==> src/hw/rtl/hdlc_frame_encoder_assert.svh <==
// assertion macros for the hdlc frame encoder
// used by hdlc_frame_encoder.sv, no other dependencies
`ifndef HDLC_FRAME_ENCODER_ASSERT_SVH
`define HDLC_FRAME_ENCODER_ASSERT_SVH

// same-cycle implication, checked out of reset
`define HFE_ASSERT_IMP(label, clk, rst_n, cond, expr) \
  label: assert property (@(posedge clk) disable iff (!rst_n) (cond) |-> (expr)) \
    else $error("hfe assertion failed");

// next-cycle implication, checked out of reset
`define HFE_ASSERT_NXT(label, clk, rst_n, cond, expr) \
  label: assert property (@(posedge clk) disable iff (!rst_n) (cond) |=> (expr)) \
    else $error("hfe assertion failed");

`endif

==> src/hw/rtl/hfe_pkg.sv <==
// types, constants and fcs function for the hdlc frame encoder
// no dependencies
`timescale 1ns / 1ps

package hfe_pkg;

  localparam logic [7:0]  FLAG_BYTE = 8'h7E;
  localparam logic [7:0]  ESC_BYTE  = 8'h7D;
  localparam logic [7:0]  ESC_MASK  = 8'h20;
  localparam logic [15:0] FCS_POLY  = 16'h8408;
  localparam logic [15:0] FCS_INIT  = 16'hFFFF;

  // command handed from front to back
  typedef struct packed {
    logic [7:0]  data;
    logic        has_open;
    logic        has_data;
    logic        has_close;
    logic [15:0] fcs;
  } cmd_t;

  function automatic logic [15:0] fcs_update(input logic [15:0] fcs, input logic [7:0] b);
    logic [15:0] c;
    c = fcs ^ {8'h00, b};
    for (int k = 0; k < 8; k++) begin
      if (c[0]) begin
        c = (c >> 1) ^ FCS_POLY;
      end else begin
        c = c >> 1;
      end
    end
    return c;
  endfunction

endpackage

==> src/hw/rtl/hfe_front.sv <==
// front end: accepts payload words, tracks frame state and running fcs
// depends on hfe_pkg
`timescale 1ns / 1ps

module hfe_front (
  input  logic              clk,
  input  logic              rst_n,
  input  logic              push,
  output logic              full,
  input  logic [7:0]        in_data_byte,
  input  logic              in_last_byte,
  input  logic              in_empty_frame,
  input  logic              q_full,
  output logic              q_push,
  output hfe_pkg::cmd_t     q_wdata
);

  logic        inside_r, inside_nxt;
  logic [15:0] fcs_r, fcs_nxt;
  logic [15:0] base;
  logic [15:0] upd;

  assign full   = q_full;
  assign q_push = push && !q_full;

  always_comb begin
    base = inside_r ? fcs_r : hfe_pkg::FCS_INIT;
    upd  = hfe_pkg::fcs_update(base, in_data_byte);

    q_wdata.data     = in_data_byte;
    q_wdata.has_open = !inside_r;
    if (in_empty_frame) begin
      q_wdata.has_data  = 1'b0;
      q_wdata.has_close = 1'b1;
      q_wdata.fcs       = ~base;
    end else begin
      q_wdata.has_data  = 1'b1;
      q_wdata.has_close = in_last_byte;
      q_wdata.fcs       = ~upd;
    end

    inside_nxt = inside_r;
    fcs_nxt    = fcs_r;
    if (q_push) begin
      if (in_empty_frame || in_last_byte) begin
        inside_nxt = 1'b0;
        fcs_nxt    = hfe_pkg::FCS_INIT;
      end else begin
        inside_nxt = 1'b1;
        fcs_nxt    = upd;
      end
    end
  end

  always_ff @(posedge clk) begin
    if (!rst_n) begin
      inside_r <= 1'b0;
      fcs_r    <= hfe_pkg::FCS_INIT;
    end else begin
      inside_r <= inside_nxt;
      fcs_r    <= fcs_nxt;
    end
  end

endmodule

==> src/hw/rtl/hfe_cmd_queue.sv <==
// two-entry queue of commands between front and back
// depends on hfe_pkg
`timescale 1ns / 1ps

module hfe_cmd_queue (
  input  logic          clk,
  input  logic          rst_n,
  input  logic          q_push,
  input  hfe_pkg::cmd_t q_wdata,
  output logic          q_full,
  input  logic          q_pop,
  output hfe_pkg::cmd_t q_rdata,
  output logic          q_empty
);

  hfe_pkg::cmd_t mem_r [2];
  logic       wr_ptr_r, wr_ptr_nxt;
  logic       rd_ptr_r, rd_ptr_nxt;
  logic [1:0] count_r, count_nxt;

  assign q_full  = (count_r == 2'd2);
  assign q_empty = (count_r == 2'd0);
  assign q_rdata = mem_r[rd_ptr_r];

  always_comb begin
    wr_ptr_nxt = wr_ptr_r ^ q_push;
    rd_ptr_nxt = rd_ptr_r ^ q_pop;
    count_nxt  = count_r + {1'b0, q_push} - {1'b0, q_pop};
  end

  always_ff @(posedge clk) begin
    if (q_push) begin
      mem_r[wr_ptr_r] <= q_wdata;
    end
  end

  always_ff @(posedge clk) begin
    if (!rst_n) begin
      wr_ptr_r <= 1'b0;
      rd_ptr_r <= 1'b0;
      count_r  <= 2'd0;
    end else begin
      wr_ptr_r <= wr_ptr_nxt;
      rd_ptr_r <= rd_ptr_nxt;
      count_r  <= count_nxt;
    end
  end

endmodule

==> src/hw/rtl/hfe_back.sv <==
// back end: expands a command into its flags and escaped data and fcs bytes
// depends on hfe_pkg
`timescale 1ns / 1ps

module hfe_back (
  input  logic          clk,
  input  logic          rst_n,
  input  logic          q_empty,
  input  hfe_pkg::cmd_t q_rdata,
  output logic          q_pop,
  output logic          empty,
  input  logic          pop,
  output logic [7:0]    out_byte,
  output logic          out_run_last,
  output logic          out_frame_closed
);

  typedef enum logic [2:0] {
    PH_OPEN,
    PH_DATA,
    PH_FCS_LO,
    PH_FCS_HI,
    PH_CLOSE
  } phase_t;

  hfe_pkg::cmd_t cur_r, cur_nxt;
  logic          cur_valid_r, cur_valid_nxt;
  phase_t        phase_r, phase_nxt;
  logic          esc_r, esc_nxt;
  logic [7:0]    out_byte_r, out_byte_nxt;
  logic          out_last_r, out_last_nxt;
  logic          out_closed_r, out_closed_nxt;
  logic          out_valid_r, out_valid_nxt;

  logic          out_ready, fire, can_esc, need_esc, done_sym, load;
  logic [7:0]    raw, byte_val;
  phase_t        next_ph, start_ph;

  assign empty            = !out_valid_r;
  assign out_byte         = out_byte_r;
  assign out_run_last     = out_last_r;
  assign out_frame_closed = out_closed_r;

  always_comb begin
    out_ready = !out_valid_r || pop;
    fire      = cur_valid_r && out_ready;

    unique case (phase_r)
      PH_OPEN:   begin raw = hfe_pkg::FLAG_BYTE; can_esc = 1'b0; end
      PH_DATA:   begin raw = cur_r.data;         can_esc = 1'b1; end
      PH_FCS_LO: begin raw = cur_r.fcs[7:0];     can_esc = 1'b1; end
      PH_FCS_HI: begin raw = cur_r.fcs[15:8];    can_esc = 1'b1; end
      PH_CLOSE:  begin raw = hfe_pkg::FLAG_BYTE; can_esc = 1'b0; end
      default:   begin raw = hfe_pkg::FLAG_BYTE; can_esc = 1'b0; end
    endcase

    need_esc = can_esc && !esc_r &&
               (raw == hfe_pkg::FLAG_BYTE || raw == hfe_pkg::ESC_BYTE);
    byte_val = need_esc ? hfe_pkg::ESC_BYTE : (esc_r ? (raw ^ hfe_pkg::ESC_MASK) : raw);

    done_sym = 1'b0;
    unique case (phase_r)
      PH_OPEN: begin
        next_ph = cur_r.has_data ? PH_DATA : PH_FCS_LO;
      end
      PH_DATA: begin
        next_ph  = PH_FCS_LO;
        done_sym = !cur_r.has_close;
      end
      PH_FCS_LO: next_ph = PH_FCS_HI;
      PH_FCS_HI: next_ph = PH_CLOSE;
      PH_CLOSE: begin
        next_ph  = PH_CLOSE;
        done_sym = 1'b1;
      end
      default: begin
        next_ph  = PH_CLOSE;
        done_sym = 1'b1;
      end
    endcase
    done_sym = done_sym && !need_esc;

    start_ph = q_rdata.has_open ? PH_OPEN : (q_rdata.has_data ? PH_DATA : PH_FCS_LO);

    load  = !cur_valid_r || (fire && done_sym);
    q_pop = load && !q_empty;

    out_byte_nxt   = out_byte_r;
    out_last_nxt   = out_last_r;
    out_closed_nxt = out_closed_r;
    out_valid_nxt  = out_valid_r;
    if (fire) begin
      out_byte_nxt   = byte_val;
      out_last_nxt   = done_sym;
      out_closed_nxt = (phase_r == PH_CLOSE);
      out_valid_nxt  = 1'b1;
    end else if (pop) begin
      out_valid_nxt = 1'b0;
    end

    cur_nxt       = cur_r;
    cur_valid_nxt = cur_valid_r;
    phase_nxt     = phase_r;
    esc_nxt       = esc_r;
    if (fire) begin
      if (need_esc) begin
        esc_nxt = 1'b1;
      end else begin
        esc_nxt   = 1'b0;
        phase_nxt = next_ph;
      end
    end
    if (load) begin
      cur_valid_nxt = !q_empty;
      cur_nxt       = q_rdata;
      phase_nxt     = start_ph;
      esc_nxt       = 1'b0;
    end
  end

  always_ff @(posedge clk) begin
    if (!rst_n) begin
      cur_valid_r <= 1'b0;
      phase_r     <= PH_OPEN;
      esc_r       <= 1'b0;
      out_valid_r <= 1'b0;
    end else begin
      cur_valid_r <= cur_valid_nxt;
      phase_r     <= phase_nxt;
      esc_r       <= esc_nxt;
      out_valid_r <= out_valid_nxt;
    end
    cur_r        <= cur_nxt;
    out_byte_r   <= out_byte_nxt;
    out_last_r   <= out_last_nxt;
    out_closed_r <= out_closed_nxt;
  end

endmodule

==> src/hw/rtl/hdlc_frame_encoder.sv <==
// hdlc frame encoder with byte stuffing and ppp fcs-16
// usage: input channel push/full takes one payload word (data byte, last flag, empty-frame
// flag); result channel empty/pop delivers framed bytes in order, the oldest on out_byte
// the front keeps frame state and the running fcs and hands a command per word to a
// two-entry queue; the back expands it into opening flag, escaped payload byte, escaped fcs
// low and high bytes and closing flag as selected, one output word per cycle if not stalled
// an item's first byte passes the queue, the back's command register and output register
// throughput: an item yields 1 to 8 output words; unless stalled the back sends one per
// cycle, so a plain payload byte sustains one item per cycle and an escaped one does not
// out_run_last marks the final word of each item, out_frame_closed the closing flag
// reset: synchronous active-low rst_n closes any open frame state, sets the fcs to 0xFFFF
// and empties the queue and output register
// stall: while pop is held low the output register and back hold; the queue fills and
// full rises after two further items, without loss
// depends on hfe_pkg, hfe_front, hfe_cmd_queue, hfe_back, hdlc_frame_encoder_assert.svh
`timescale 1ns / 1ps
`include "hdlc_frame_encoder_assert.svh"

module hdlc_frame_encoder (
  input  logic       clk,
  input  logic       rst_n,
  input  logic       push,
  output logic       full,
  input  logic [7:0] in_data_byte,
  input  logic       in_last_byte,
  input  logic       in_empty_frame,
  output logic       empty,
  input  logic       pop,
  output logic [7:0] out_byte,
  output logic       out_run_last,
  output logic       out_frame_closed
);

  hfe_pkg::cmd_t q_wdata;
  hfe_pkg::cmd_t q_rdata;
  logic          q_push, q_pop, q_full, q_empty;

  hfe_front u_front (
    .clk            (clk),
    .rst_n          (rst_n),
    .push           (push),
    .full           (full),
    .in_data_byte   (in_data_byte),
    .in_last_byte   (in_last_byte),
    .in_empty_frame (in_empty_frame),
    .q_full         (q_full),
    .q_push         (q_push),
    .q_wdata        (q_wdata)
  );

  hfe_cmd_queue u_queue (
    .clk     (clk),
    .rst_n   (rst_n),
    .q_push  (q_push),
    .q_wdata (q_wdata),
    .q_full  (q_full),
    .q_pop   (q_pop),
    .q_rdata (q_rdata),
    .q_empty (q_empty)
  );

  hfe_back u_back (
    .clk              (clk),
    .rst_n            (rst_n),
    .q_empty          (q_empty),
    .q_rdata          (q_rdata),
    .q_pop            (q_pop),
    .empty            (empty),
    .pop              (pop),
    .out_byte         (out_byte),
    .out_run_last     (out_run_last),
    .out_frame_closed (out_frame_closed)
  );

  `HFE_ASSERT_IMP(a_close_is_last, clk, rst_n, !empty && out_frame_closed, out_run_last)
  `HFE_ASSERT_IMP(a_close_is_flag, clk, rst_n, !empty && out_frame_closed, out_byte == hfe_pkg::FLAG_BYTE)
  `HFE_ASSERT_IMP(a_esc_not_last, clk, rst_n, !empty && out_byte == hfe_pkg::ESC_BYTE, !out_run_last)
  `HFE_ASSERT_NXT(a_esc_followed, clk, rst_n, !empty && pop && out_byte == hfe_pkg::ESC_BYTE, !empty)

endmodule
==> config.mk <==
export PLATFORM = sky130hd
export DESIGN_NAME = hdlc_frame_encoder
export DESIGN_NICKNAME = d
export VERILOG_FILES = /design/src/hw/rtl/hfe_pkg.sv /design/src/hw/rtl/hfe_front.sv /design/src/hw/rtl/hfe_cmd_queue.sv /design/src/hw/rtl/hfe_back.sv /design/src/hw/rtl/hdlc_frame_encoder.sv
export VERILOG_INCLUDE_DIRS = /design/src /design/src/hw/rtl
export SDC_FILE = /design/constraint.sdc
export NUM_CORES = 1
export LEC_CHECK = 0
export ABC_AREA = 1
export BUFFER_PORTS_ARGS = -buffer_cell sky130_fd_sc_hd__buf_2
export CAP_MARGIN = 5
export CORE_ASPECT_RATIO = 1.25
export CORE_UTILIZATION = 50
export DETAILED_ROUTE_END_ITERATION = 16
export GPL_TIMING_DRIVEN = 0
export MAX_ROUTING_LAYER = met4
export PLACE_DENSITY = 0.67
export SYNTH_ARGS = -nofsm -noshare
export SYNTH_HDL_FRONTEND = slang
export SYNTH_SLANG_ARGS = --single-unit
==> constraint.sdc <==
create_clock -name clk -period 2.7 [get_ports clk]
set_clock_uncertainty 0.1 [all_clocks]
set_input_delay 0.405 -clock clk [delete_from_list [all_inputs] [get_ports clk]]
set_output_delay 0.405 -clock clk [all_outputs]
set_load 0.01 [all_outputs]
==> summary.md, run 1 <==
The run finished with clean final reports. The number of buffers inserted by port buffering was 25. Yosys printed 0 warnings.

The buffer cell driving the clock tree root was sky130_fd_sc_hd__clkbuf_16. Number of hold-slack violations in the final timing report: 0. After detailed routing, the met2 layer carries 4730 um of wire. Wires add up to 9170 um. The logs give 0 for the residual DRC count and 5 for the number of optimization iterations in the first detailed-route pass.

The effective utilization at floorplan was 0.513; the initial DRC count was 192. The share of final-layout standard cells stronger than drive strength 1 was 0.287; the share of flip-flops with an asynchronous set or reset was 0. The number of antenna violations at the first check in global routing came out at 0. Sorting the synthesized cells by area gives the leading types as sky130_fd_sc_hd__edfxtp_1, sky130_fd_sc_hd__dfxtp_1, sky130_fd_sc_hd__mux2_2.

The detailed router used layers up to and including met4. Counting the fill cells in the layout gives 781. The cell area that synthesis handed to floorplanning was 5160 um^2.

The routed design uses 341 um of met3 wire. For the pin with the worst max-slew slack, the measured transition is 0.973 ns. During I/O placement, the number of pins put on the boundary was 26.

In this run the worst setup path begins at u_back.phase_r[1]$_SDFFE_PN0P_. The total area of multi-input combinational cells was 1690 um^2. The fraction of the cycle the final worst path needs works out to 0.947. The run gives 0.123 ns as the final-layout worst hold slack.

sky130_fd_sc_hd__edfxtp_1 takes more of the synthesized area than any other cell. The startpoint identified for the worst hold timing path is in_data_byte[6]. The post-synthesis sequential element count is 118. The count of flip-flops with a built-in enable after synthesis works out to 90. The number of inserted diodes is 0.

The final layout contains 482 nets. At the end of routability-driven placement, the weighted congestion stood at 0.940. In the synthesized netlist, the number of instances is 415. The run gives 14300 um as the wire length of the first global-routing pass. Summing over every cut layer, the via total after detailed routing is 3114.

The tool flagged a number of max-cap violations equal to 0. The share of synthesized area occupied by flip-flops and latches was 0.633; the total overflow reported by the global router was 0. Once placement finished, the instance area stood at 5440 um^2. Ratio of total power to cell area: 1100 nW/um^2.

For this block, wires on met1 add up to 3730 um. The run gives 2.94 ns as the data required time of the worst path. TritonCTS built the clock tree. The number of library cell types mapped by synthesis is 40. The library cells used most frequently in the layout, excluding fill and tap cells, are sky130_fd_sc_hd__edfxtp_1, sky130_fd_sc_hd__nand2_1, sky130_fd_sc_hd__nor2_1. The time the worst path needs with I/O delays and setup is 2.56 ns, and the clock insertion delay at the later pin of the skew report is 0.41 ns. Data on the critical path arrives at its endpoint at 2.80 ns. The instance count along the most critical hold path is 1. The worst setup path is captured at a flip-flop. In the final routed layout, each cell accounts on average for 15.1 um. The predominant post-synthesis flop cell is sky130_fd_sc_hd__edfxtp_1. The run gives 118 as the clock sink count. For the number of global-route vias before repair, the log shows 2964. The via density per instance was 5.14; the number of buffers added by the clock tree synthesis step was 17. Number of setup violations in the final report: 0. The net count after synthesis is 433. Summing all non-filler instances in the final layout gives an area of 6140 um^2. STA classifies the critical path startpoint as a flip-flop.

Of all nets on the critical path, the largest fanout is 9. From synthesis to final layout, the design area changed by 19.1%. The overall routing resource usage was 0.190. From bottom edge to top edge, the die measures 116 um. Dividing the synthesized area by the synthesized cell count gives 12.4 um^2. In this run the horizontal extent of the chip is 92.8 um.

The wire-length estimate of the detail-placed layout is 6440 um. Leaving out fill and tap cells, the most frequent cell in the layout is sky130_fd_sc_hd__edfxtp_1. The count of final max-slew check failures is 0, and the number of H-tree branching levels is 4. Clock-pin slew was measured on the worst setup and hold paths at 0.06 ns.

The tools report the combined flip-flop and latch cell area as 3260 um^2. The critical path is of the reg -> reg type. The logs give 0.391 GHz for the fmax and 10700 um^2 for the area of the die.

The min-delay analysis places its worst path in the category in -> reg. The region available for standard cell placement spans 10100 um^2. The startpoint identified for the worst register-to-register timing path is u_back.phase_r[1]$_SDFFE_PN0P_. The share of the synthesized area in the top cell type is 0.524, and the maximum number of pins on one net before global-route repair is 31. Measured in cells, the most critical reg-to-reg path has a length of 17. The residual antenna-violating net count after detailed routing was 0; the maximum resistive drop on vdd was 536 uV. After detailed placement, the design holds a cell count of 569. Excluding fillers, the count of instances in the completed layout stands at 606. The logs give 2 for the buffer levels on the longest clock path and 0.349 for the headroom to the max-slew limit. The floorplan has 41 rows.

Summed over all cells, the static leakage comes to 2.32 nW.
## repair_timing
action / 4_1_cts / 5_1_grt
hold buffers: 0 / 0
hold endpoints to repair: 0 / 0
gates cloned: 0 / 0
buffers inserted: 0 / 5
endpoints found under the setup margin: 54 / 1
pin swaps: 0 / 4
resized for setup: 2 / 6
## layer usage
layer,track usage,vias up
met5,-,-
met4,0.128,0
met3,0.0420,30
met2,0.316,95
met1,0.203,1434
li1,-,1555
## synth_stat cells, types with 5 or more instances
library cell               instances
sky130_fd_sc_hd__nor2_1           33
sky130_fd_sc_hd__edfxtp_1         90
sky130_fd_sc_hd__nand3_1          12
sky130_fd_sc_hd__clkbuf_1          8
sky130_fd_sc_hd__nand2_1          59
sky130_fd_sc_hd__mux2i_1           6
sky130_fd_sc_hd__nand4_1          10
sky130_fd_sc_hd__dfxtp_1          28
sky130_fd_sc_hd__o21ai_0          21
sky130_fd_sc_hd__mux2_2           25
sky130_fd_sc_hd__o22ai_1          13
sky130_fd_sc_hd__xor2_1            8
sky130_fd_sc_hd__inv_1            27
sky130_fd_sc_hd__buf_6             5
sky130_fd_sc_hd__or2_2             5
sky130_fd_sc_hd__xnor2_2           5
sky130_fd_sc_hd__a21oi_1           7
sky130_fd_sc_hd__xnor2_1           8
## critical path, stage by stage (launching register included)
cell and delay, ns:
sky130_fd_sc_hd__dfxtp_1 0.32, sky130_fd_sc_hd__buf_6 0.16, sky130_fd_sc_hd__nand2_4 0.06, sky130_fd_sc_hd__nor2_4 0.20
sky130_fd_sc_hd__nand2_1 0.11, sky130_fd_sc_hd__inv_1 0.07, sky130_fd_sc_hd__nor2_1 0.05, sky130_fd_sc_hd__nand2_1 0.06
sky130_fd_sc_hd__nand2_1 0.10, sky130_fd_sc_hd__nand3_4 0.11, sky130_fd_sc_hd__nand3_2 0.12, sky130_fd_sc_hd__a21boi_2 0.20
sky130_fd_sc_hd__ha_1 0.25, sky130_fd_sc_hd__inv_1 0.06, sky130_fd_sc_hd__ha_1 0.15, sky130_fd_sc_hd__xor2_1 0.17
sky130_fd_sc_hd__o21ai_0 0.09, sky130_fd_sc_hd__a21oi_1 0.12
## logic make-up (layout without fill, tap and decap cells)
logic type,Yosys count,count (layout),share of synthesized area
and+or+nand+nor,140,140,0.132
DFF,118,118,0.633
AOI/OAI and AO/OA,49,49,0.0556
buffers and inverters,47,109,0.0432
muxes,31,31,0.0662
xor gates and xnor gates,26,26,0.0609
adders and majority gates,4,4,0.00971
## layout make-up
class / count / area share
Sequential cell: 118 / 0.532
Multi-Input combinational cell: 250 / 0.276
Clock buffer: 18 / 0.0699
Clock inverter: 14 / 0.0338
Timing Repair Buffer: 30 / 0.0265
Tap cell: 129 / 0.0263
Inverter: 31 / 0.0194
Buffer: 16 / 0.0169
## path summary, 6_finish.rpt
| kind | end | slack, ns |
|---|---|---|
| max | u_queue.count_r[1]$_SDFF_PN0_ | 0.14 |
| min reg2reg | u_queue.count_r[1]$_SDFF_PN0_ | 0.36 |
| max reg2reg | u_queue.count_r[1]$_SDFF_PN0_ | 0.14 |
| min | u_queue.mem_r[0][25]$_DFFE_PP_ | 0.12 |
## state kept, by name, summed over array words and instances, names as in the netlist, named ones only
| name | cells |
|---|---|
| u_queue.count_r | 2 |
| u_back.out_frame_closed | 1 |
| u_back.out_byte | 8 |
| u_back.esc_r | 1 |
| u_queue.wr_ptr_r | 1 |
| u_front.fcs_r | 16 |
| u_back.cur_r | 26 |
| u_back.out_run_last | 1 |
| u_queue.mem_r | 54 |
| u_queue.rd_ptr_r | 1 |
| u_back.phase_r | 3 |
| u_back.cur_valid_r | 1 |
| u_front.inside_r | 1 |
| u_back.out_valid_r | 1 |
## per-stage QoR
step	total power [mW]	TNS, ns	setup slack, ns	util
2_1_floorplan	3.91	0	0.438	-
3_3_place_gp	4.26	-2.80	-0.0555	0.541
3_5_place_dp	4.31	-5.86	-0.120	0.541
4_1_cts	6.72	0	0.0377	0.605
5_1_grt	7.04	-0.0288	-0.0288	0.611
6_report	6.73	0	0.144	0.611
## power breakdown
part	leakage [nW]	switching (mW)	internal (mW)	total (mW)
logic	0.931	1.03	0.623	1.65
registers	1.09	0.131	2.55	2.69
clock network	0.298	0.768	1.63	2.39
No activity file was read; power rests on OpenSTA's default activity.
==> inputs of run 2 (changes only) <==
==> constraint.sdc (replaced) <==
create_clock -name clk -period 2.7 [get_ports clk]
set_clock_uncertainty 0.1 [all_clocks]
set_input_delay 0.27 -clock clk [delete_from_list [all_inputs] [get_ports clk]]
set_output_delay 0.27 -clock clk [all_outputs]
set_load 0.01 [all_outputs]
==> summary.md, run 2 (synthesis results as in run 1) <==
The flow ran to the end, and the final reports show no timing, DRC or antenna violations. The tools report the area of the core as 10100 um^2 (unchanged). The number of inserted diodes is 0 (unchanged).

Overall routing resource usage: 0.190 (-0.000293). The number of H-tree branching levels was 4 (unchanged); the share of power burned in registers was 0.400 (about the same). The horizontal extent of the die is 92.8 um (unchanged). The die height came out at 116 um (unchanged). The run gives 0 (unchanged) as the total overflow reported by the global router.

The run gives 0.390 GHz (-0.41%) as the fmax. Top register by number of flip-flops: u_queue.mem_r. The proportion of power drawn by combinational gates is 0.246 (about the same), and the number of buffers added by the clock tree synthesis step is 17 (unchanged).

The wire length of the first global-routing pass was 14300 um (about the same). The tools report the number of setup violations in the final report as 0 (unchanged). The switching power was 1.91 mW (-0.85%); the clock sink count was 118 (unchanged). The number of max-cap violations was 0 (unchanged). The library cells used most frequently in the layout, excluding fill and tap cells, are sky130_fd_sc_hd__edfxtp_1, sky130_fd_sc_hd__nand2_1, sky130_fd_sc_hd__nor2_1.

The ratio of total power to cell area was 1090 nW/um^2 (-0.53%). The root buffer cell chosen for the clock tree is sky130_fd_sc_hd__clkbuf_16. The tools report the maximum resistive drop on vdd as 527 uV (-1.7%). The worst setup path is launched from a flip-flop. The data arrival time of the worst path was 2.80 ns (about the same).

The share of final-layout standard cells stronger than drive strength 1 is 0.286 (-0.00120), and the flip-flop count of the largest register after layout is 54 (unchanged). The number of top-level pins came out at 26 (unchanged). The maximum number of pins on one net before global-route repair was 31 (unchanged); the count of final max-slew check failures was 0 (unchanged).

Average routed wire per standard cell: 14.9 um (-1.3%). Total number of vias: 3071 (-1.4%). The leakage power summed over all cells came out at 2.33 nW (+0.36%). The internal power component is 4.81 mW (about the same). Initial DRC count: 162 (-16%). The effective utilization at floorplan is 0.513 (unchanged), and the pin slew with the least headroom to its limit is 0.973 ns (+0.0000793 ns). The logs give 0.40 ns (about the same) for the clock insertion delay at the later pin of the skew report and 6.72 mW (-0.20%) for the post-route total power.

The synthesis-to-layout area growth was 19.5%. The total length of routed wires was 9080 um (-0.98%). The clock transition at the register clock pins on the worst setup and hold paths after CTS came out at 0.06 ns (about the same). The critical path is of the reg -> reg type. The buffer levels on the longest clock path was 2 (unchanged).

Time the worst path needs with I/O delays and setup: 2.57 ns (+0.0104 ns). The post-route worst setup slack is 0.134 ns (-0.0104 ns). The endpoint type of the worst setup path is a flip-flop. The number of antenna violations at the first check in global routing is 0 (unchanged), and the number of buffers inserted by port buffering is 25 (unchanged). The detailed placement HPWL came out at 6440 um (unchanged). The library cell used most frequently in the layout, excluding fill and tap cells, is sky130_fd_sc_hd__edfxtp_1. The number of nets in the layout was 484 (+0.41%); the worst setup slack after placement was -0.0793 ns (+0.0406 ns). The class of the most critical hold timing path was in -> reg. Fraction of the cycle the final worst path needs: 0.950 (+0.00386). The data required time of the worst path is 2.93 ns (about the same).

The tools report the number of hold-slack violations in the final timing report as 0 (unchanged). The largest registers in the layout are u_queue.mem_r: 54 flops, u_back.cur_r: 26 flops, u_front.fcs_r: 16 flops. For the number of core rows, the log shows 41 (unchanged). The logs give 0.940 (unchanged) for the last weighted congestion value of the routability-driven placer and 0.355 (about the same) for the part of the power in the clock network. The headroom to the max-slew limit is 0.349 (about the same), and the switching portion of total power is 0.285 (-0.00185).

The residual antenna-violating net count after detailed routing was 0 (unchanged). The maximum fanout count along the critical path came out at 9 (unchanged). The number of global-route vias before repair is 2959 (-0.17%), and the area of the die is 10700 um^2 (unchanged).

The via density per instance is 5.05 (-1.7%), and the number of optimization iterations in the first detailed-route pass is 7 (+2). TritonCTS built the clock tree. The residual DRC count came out at 0 (unchanged).
run 2: layer usage:
metal / track usage / share of wire / vias up
met5: - / 0 / -
met4: 0.128 / 0.033 / 0
met3: 0.0420 / 0.040 / 21
met2: 0.314 / 0.53 / 78
met1: 0.204 / 0.40 / 1413
li1: - / - / 1559
run 2: power groups by stage:
stage / clock network, mW / logic [mW] / registers [mW]
detailed placement: 0 / 1.59 / 2.72
finish: 2.38 / 1.65 / 2.69
global placement: 0 / 1.55 / 2.71
floorplan: 0 / 1.19 / 2.72
CTS: 2.42 / 1.62 / 2.68
global route: 2.49 / 1.82 / 2.73
run 2: critical path, cell delays in order, from the launching register on:
cell and delay [ns]:
sky130_fd_sc_hd__dfxtp_1 0.32, sky130_fd_sc_hd__buf_6 0.16, sky130_fd_sc_hd__nand2_4 0.06, sky130_fd_sc_hd__nor2_4 0.19, sky130_fd_sc_hd__nand2_1 0.11, sky130_fd_sc_hd__inv_1 0.06
sky130_fd_sc_hd__nor2_1 0.05, sky130_fd_sc_hd__nand2_1 0.06, sky130_fd_sc_hd__nand2_1 0.09, sky130_fd_sc_hd__nand3_4 0.11, sky130_fd_sc_hd__nand3_2 0.12, sky130_fd_sc_hd__a21boi_2 0.21
sky130_fd_sc_hd__ha_1 0.25, sky130_fd_sc_hd__inv_1 0.06, sky130_fd_sc_hd__ha_1 0.15, sky130_fd_sc_hd__xor2_1 0.18, sky130_fd_sc_hd__o21ai_0 0.09, sky130_fd_sc_hd__a21oi_1 0.12
run 2: timing repair:
item                                   CTS  global route
pin swaps                                0             4
setup endpoints to repair               54             1
resized for setup                        2             6
setup buffers                            0             5
endpoints found under the hold margin    4             0
hold buffers                             2             0
run 2: cell type report:
type,instances,area (um^2)
buffer,16,104
clock buffer,18,429
clock inverter,14,208
fill,773,3890
inverter,31,119
multi-input combinational,250,1690
sequential,118,3260
tap,129,161
timing repair buffer,32,183
run 2: stage by stage:
| step | setup TNS [ns] | cell area, um^2 | std cells | hold WS, ns | utilization |
|---|---|---|---|---|---|
| after global placement | -0.463 | 5440 | 569 | 0.333 | 0.541 |
| after floorplan | 0 | 5160 | 415 | 0.269 | - |
| after global routing | -0.0288 | 6160 | 608 | 0.00516 | 0.613 |
| final | 0 | 6160 | 608 | 0.0149 | 0.613 |
| after detailed placement | -3.66 | 5440 | 569 | 0.348 | 0.541 |
| after CTS | 0 | 6100 | 603 | 0.00288 | 0.607 |
run 2: path summary, 6_finish.rpt:
check,cells after the start,slack [ns],from,endpoint
worst min-delay path,1,0.01,in_data_byte[5],u_queue.mem_r[1][24]$_DFFE_PP_
worst max register to register,17,0.13,u_back.phase_r[1]$_SDFFE_PN0P_,u_queue.count_r[1]$_SDFF_PN0_
worst max-delay path,17,0.13,u_back.phase_r[1]$_SDFFE_PN0P_,u_queue.count_r[1]$_SDFF_PN0_
worst min register to register,1,0.36,u_queue.count_r[1]$_SDFF_PN0_,u_queue.count_r[1]$_SDFF_PN0_
==> inputs of run 3 (changes only) <==
--- a/config.mk
+++ b/config.mk
@@ -14,7 +14,8 @@
 export DETAILED_ROUTE_END_ITERATION = 16
 export GPL_TIMING_DRIVEN = 0
 export MAX_ROUTING_LAYER = met4
-export PLACE_DENSITY = 0.67
+export PLACE_DENSITY = 0.69
+export SKIP_CTS_REPAIR_TIMING = 1
 export SYNTH_ARGS = -nofsm -noshare
 export SYNTH_HDL_FRONTEND = slang
 export SYNTH_SLANG_ARGS = --single-unit
==> constraint.sdc (replaced) <==
create_clock -name clk -period 2.3 [get_ports clk]
set_clock_uncertainty 0.1 [all_clocks]
set_input_delay 0.23 -clock clk [delete_from_list [all_inputs] [get_ports clk]]
set_output_delay 0.23 -clock clk [all_outputs]
set_load 0.01 [all_outputs]
==> summary.md, run 3 (synthesis results as in run 1) <==
The number of buffers added by the clock tree synthesis step is 17 (unchanged), and the residual DRC count is 0 (unchanged). The total placed cells including tap cells is 569 (unchanged), and the last weighted congestion value of the routability-driven placer is 0.909 (-3.3%). The run finished, with violations left. Nature of the critical path startpoint: a flip-flop. The tools report the headroom to the max-slew limit as 0.366 (+0.0172).

Area of the core: 10100 um^2 (unchanged). In this run the worst hold path is classified as in -> reg. The fraction of the cycle the final worst path needs is 1.12 (+0.166). The instance count along the most critical hold path was 1 (unchanged).

The worst setup path category was reg -> reg. The post-route worst setup slack is -0.269 ns (-0.402 ns), and the number of max-cap violations is 0 (unchanged). The logs give -0.296 ns (-0.296 ns) for the summed negative setup slack over all endpoints and 616 (+1.3%) for the filler-free cell count of the finished design.

TritonCTS built the clock tree. The run gives 0.513 (unchanged) as the effective utilization at floorplan. Setup repair after global routing could not meet its margin everywhere. The number of global-route vias before repair is 3015 (+1.9%), and the buffer levels on the longest clock path is 2 (unchanged). The number of nets in the layout came out at 492 (+1.7%). For the clock sink count, the log shows 118 (unchanged). The cell depth of the worst flop-to-flop path works out to 16 (-1). Walking the worst path, the cells encountered are buf_6 > nand2_4 > nor2_4 > nand2_2 > nand3_2 > nand2_2 > nor2_4 > nand3_4 > nand3_4 > a21boi_2 > ha_1 > inv_2 > ha_4 > xor2_1 > o21ai_1 > a21oi_1. The initial DRC count was 235 (+45%); the number of antenna violations at the first check in global routing was 0 (unchanged).

In the final layout, the registers with the most flip-flops are u_queue.mem_r: 54 flops, u_back.cur_r: 26 flops, u_front.fcs_r: 16 flops. The detailed placement HPWL is 6270 um (-2.6%). The largest incremental delay on the critical path is 0.32 ns (about the same).

The library cell used most frequently in the layout, excluding fill and tap cells, is sky130_fd_sc_hd__edfxtp_1. The number of inserted diodes is 0 (unchanged). The via density per instance works out to 5.27 (+4.3%). The total number of vias is 3246 (+5.7%), and the overall routing resource usage is 0.191 (+0.00172).

The total length of routed wires came out at 9690 um (+6.6%). The number of top-level pins was 26 (unchanged); the leakage power summed over all cells was 2.39 nW (+2.8%). The run gives 742 (-4.0%) as the number of filler instances in the final layout.

The largest individual stage delay along the critical path comes from the cell sky130_fd_sc_hd__dfxtp_2. The tools report the buffer cell driving the clock tree root as sky130_fd_sc_hd__clkbuf_16. For the maximum number of pins on one net before global-route repair, the log shows 31 (unchanged).

The number of setup violations in the final report came out at 2 (+2). Number of buffers inserted by port buffering: 25 (unchanged). The flip-flop count of the largest register after layout is 54 (unchanged), and the die height is 116 um (unchanged). For the number of optimization iterations in the first detailed-route pass, the log shows 4 (-3). The tools report the number of core rows as 41 (unchanged). The final reports fail on setup timing. The run gives 0.41 ns (about the same) as the clock insertion delay at the later pin of the skew report. The tools report the residual antenna-violating net count after detailed routing as 0 (unchanged).

The share of final-layout standard cells stronger than drive strength 1 was 0.310 (+0.0240); the number of H-tree branching levels was 4 (unchanged). The count of final max-slew check failures was 0 (unchanged). The tools report the data arrival time of the worst path as 2.76 ns (-0.04 ns). The top register by number of flip-flops was u_queue.mem_r. The logs give 10700 um^2 (unchanged) for the area of the die and 0 (unchanged) for the number of hold-slack violations in the final timing report. Total overflow reported by the global router: 0 (unchanged).

The endpoint type of the worst setup path is a flip-flop. The data required time of the worst path is 2.49 ns (-0.44 ns). The ratio of total power to cell area works out to 1290 nW/um^2 (+18%). The horizontal extent of the die was 92.8 um (unchanged). Leaving out fill and tap cells, the most frequent cells in the layout are sky130_fd_sc_hd__edfxtp_1, sky130_fd_sc_hd__nand2_1, sky130_fd_sc_hd__nor2_1, sky130_fd_sc_hd__buf_2, sky130_fd_sc_hd__dfxtp_1.

The maximum fanout count along the critical path works out to 7 (-2). The clock transition at the register clock pins on the worst setup and hold paths after CTS was 0.05 ns (about the same). The average routed wire per standard cell came out at 15.7 um (+5.3%).

The time the worst path needs with I/O delays and setup came out at 2.57 ns (+0.00232 ns). The wire length of the first global-routing pass is 14500 um (+1.3%). The synthesis-to-layout area growth is 22.8%, and the maximum resistive drop on vdd is 629 uV (+19%). Fmax: 0.389 GHz (about the same).

The pin slew with the least headroom to its limit is 0.947 ns (-0.0258 ns).
[run 3: changes by cell type in the layout (fill, tap and decap cells not counted), moves of 3 or more]
cell                            delta
sky130_fd_sc_hd__clkinvlp_4        -4
sky130_fd_sc_hd__dlygate4sd3_1     +5
sky130_fd_sc_hd__clkinv_2          -3
sky130_fd_sc_hd__nand2_1           -9
sky130_fd_sc_hd__clkinv_1          +3
sky130_fd_sc_hd__nand2_2           +9
[run 3: per-layer routing]
layer | share of wire | wire, um | track usage
met1 | 0.39 | 3800 | 0.205
met2 | 0.54 | 5190 | 0.313
met3 | 0.037 | 354 | 0.0479
met4 | 0.035 | 343 | 0.129
met5 | 0 | 0 | -
[run 3: layout make-up]
type	count	area (um^2)	area share
multi-input cells	250	1760	0.278
flip-flops and latches	118	3270	0.516
clock inverters	11	204	0.0322
inverters	31	121	0.0192
repair buffers	40	270	0.0427
well taps	129	161	0.0255
clock buffers	21	440	0.0696
plain buffers	16	105	0.0166
[run 3: report_power, final]
group,switching [mW],leakage [nW],internal (mW)
Clock,0.854,0.308,2.02
Combinational,1.29,0.993,0.835
Sequential,0.167,1.09,3.00
Total,2.31,2.39,5.85
[run 3: critical path, delay by kind of cell, from the launching register on]
family | cells | cell delay [ns]
DFF | 1 | 0.32
xor gates and xnor gates | 1 | 0.17
buffers and inverters | 2 | 0.17
and+or+nand+nor | 8 | 0.94
adders and majority gates | 2 | 0.44
AOI/OAI and AO/OA | 3 | 0.28
[run 3: worst paths after layout]
kind                                          to                      startpoint  slack, ns
setup / recovery   u_queue.count_r[1]$_SDFF_PN0_  u_back.phase_r[1]$_SDFFE_PN0P_      -0.27
hold / removal    u_queue.mem_r[1][22]$_DFFE_PP_                 in_data_byte[3]      0.007
setup reg to reg   u_queue.count_r[1]$_SDFF_PN0_  u_back.phase_r[1]$_SDFFE_PN0P_      -0.27
hold reg to reg    u_queue.count_r[1]$_SDFF_PN0_   u_queue.count_r[1]$_SDFF_PN0_       0.37
[run 3: metrics by stage]
step | utilization | hold WS [ns] | power, mW | area (um^2) | worst slack [ns]
2_1_floorplan | - | 0.229 | 4.59 | 5160 | 0.0379
3_3_place_gp | 0.541 | 0.332 | 5.00 | 5440 | -0.488
3_5_place_dp | 0.541 | 0.357 | 5.04 | 5440 | -0.506
4_1_cts | 0.605 | -0.0563 | 7.93 | 6090 | -0.561
5_1_grt | 0.630 | 0.00680 | 8.51 | 6330 | -0.380
6_report | 0.630 | 0.00680 | 8.16 | 6330 | -0.269
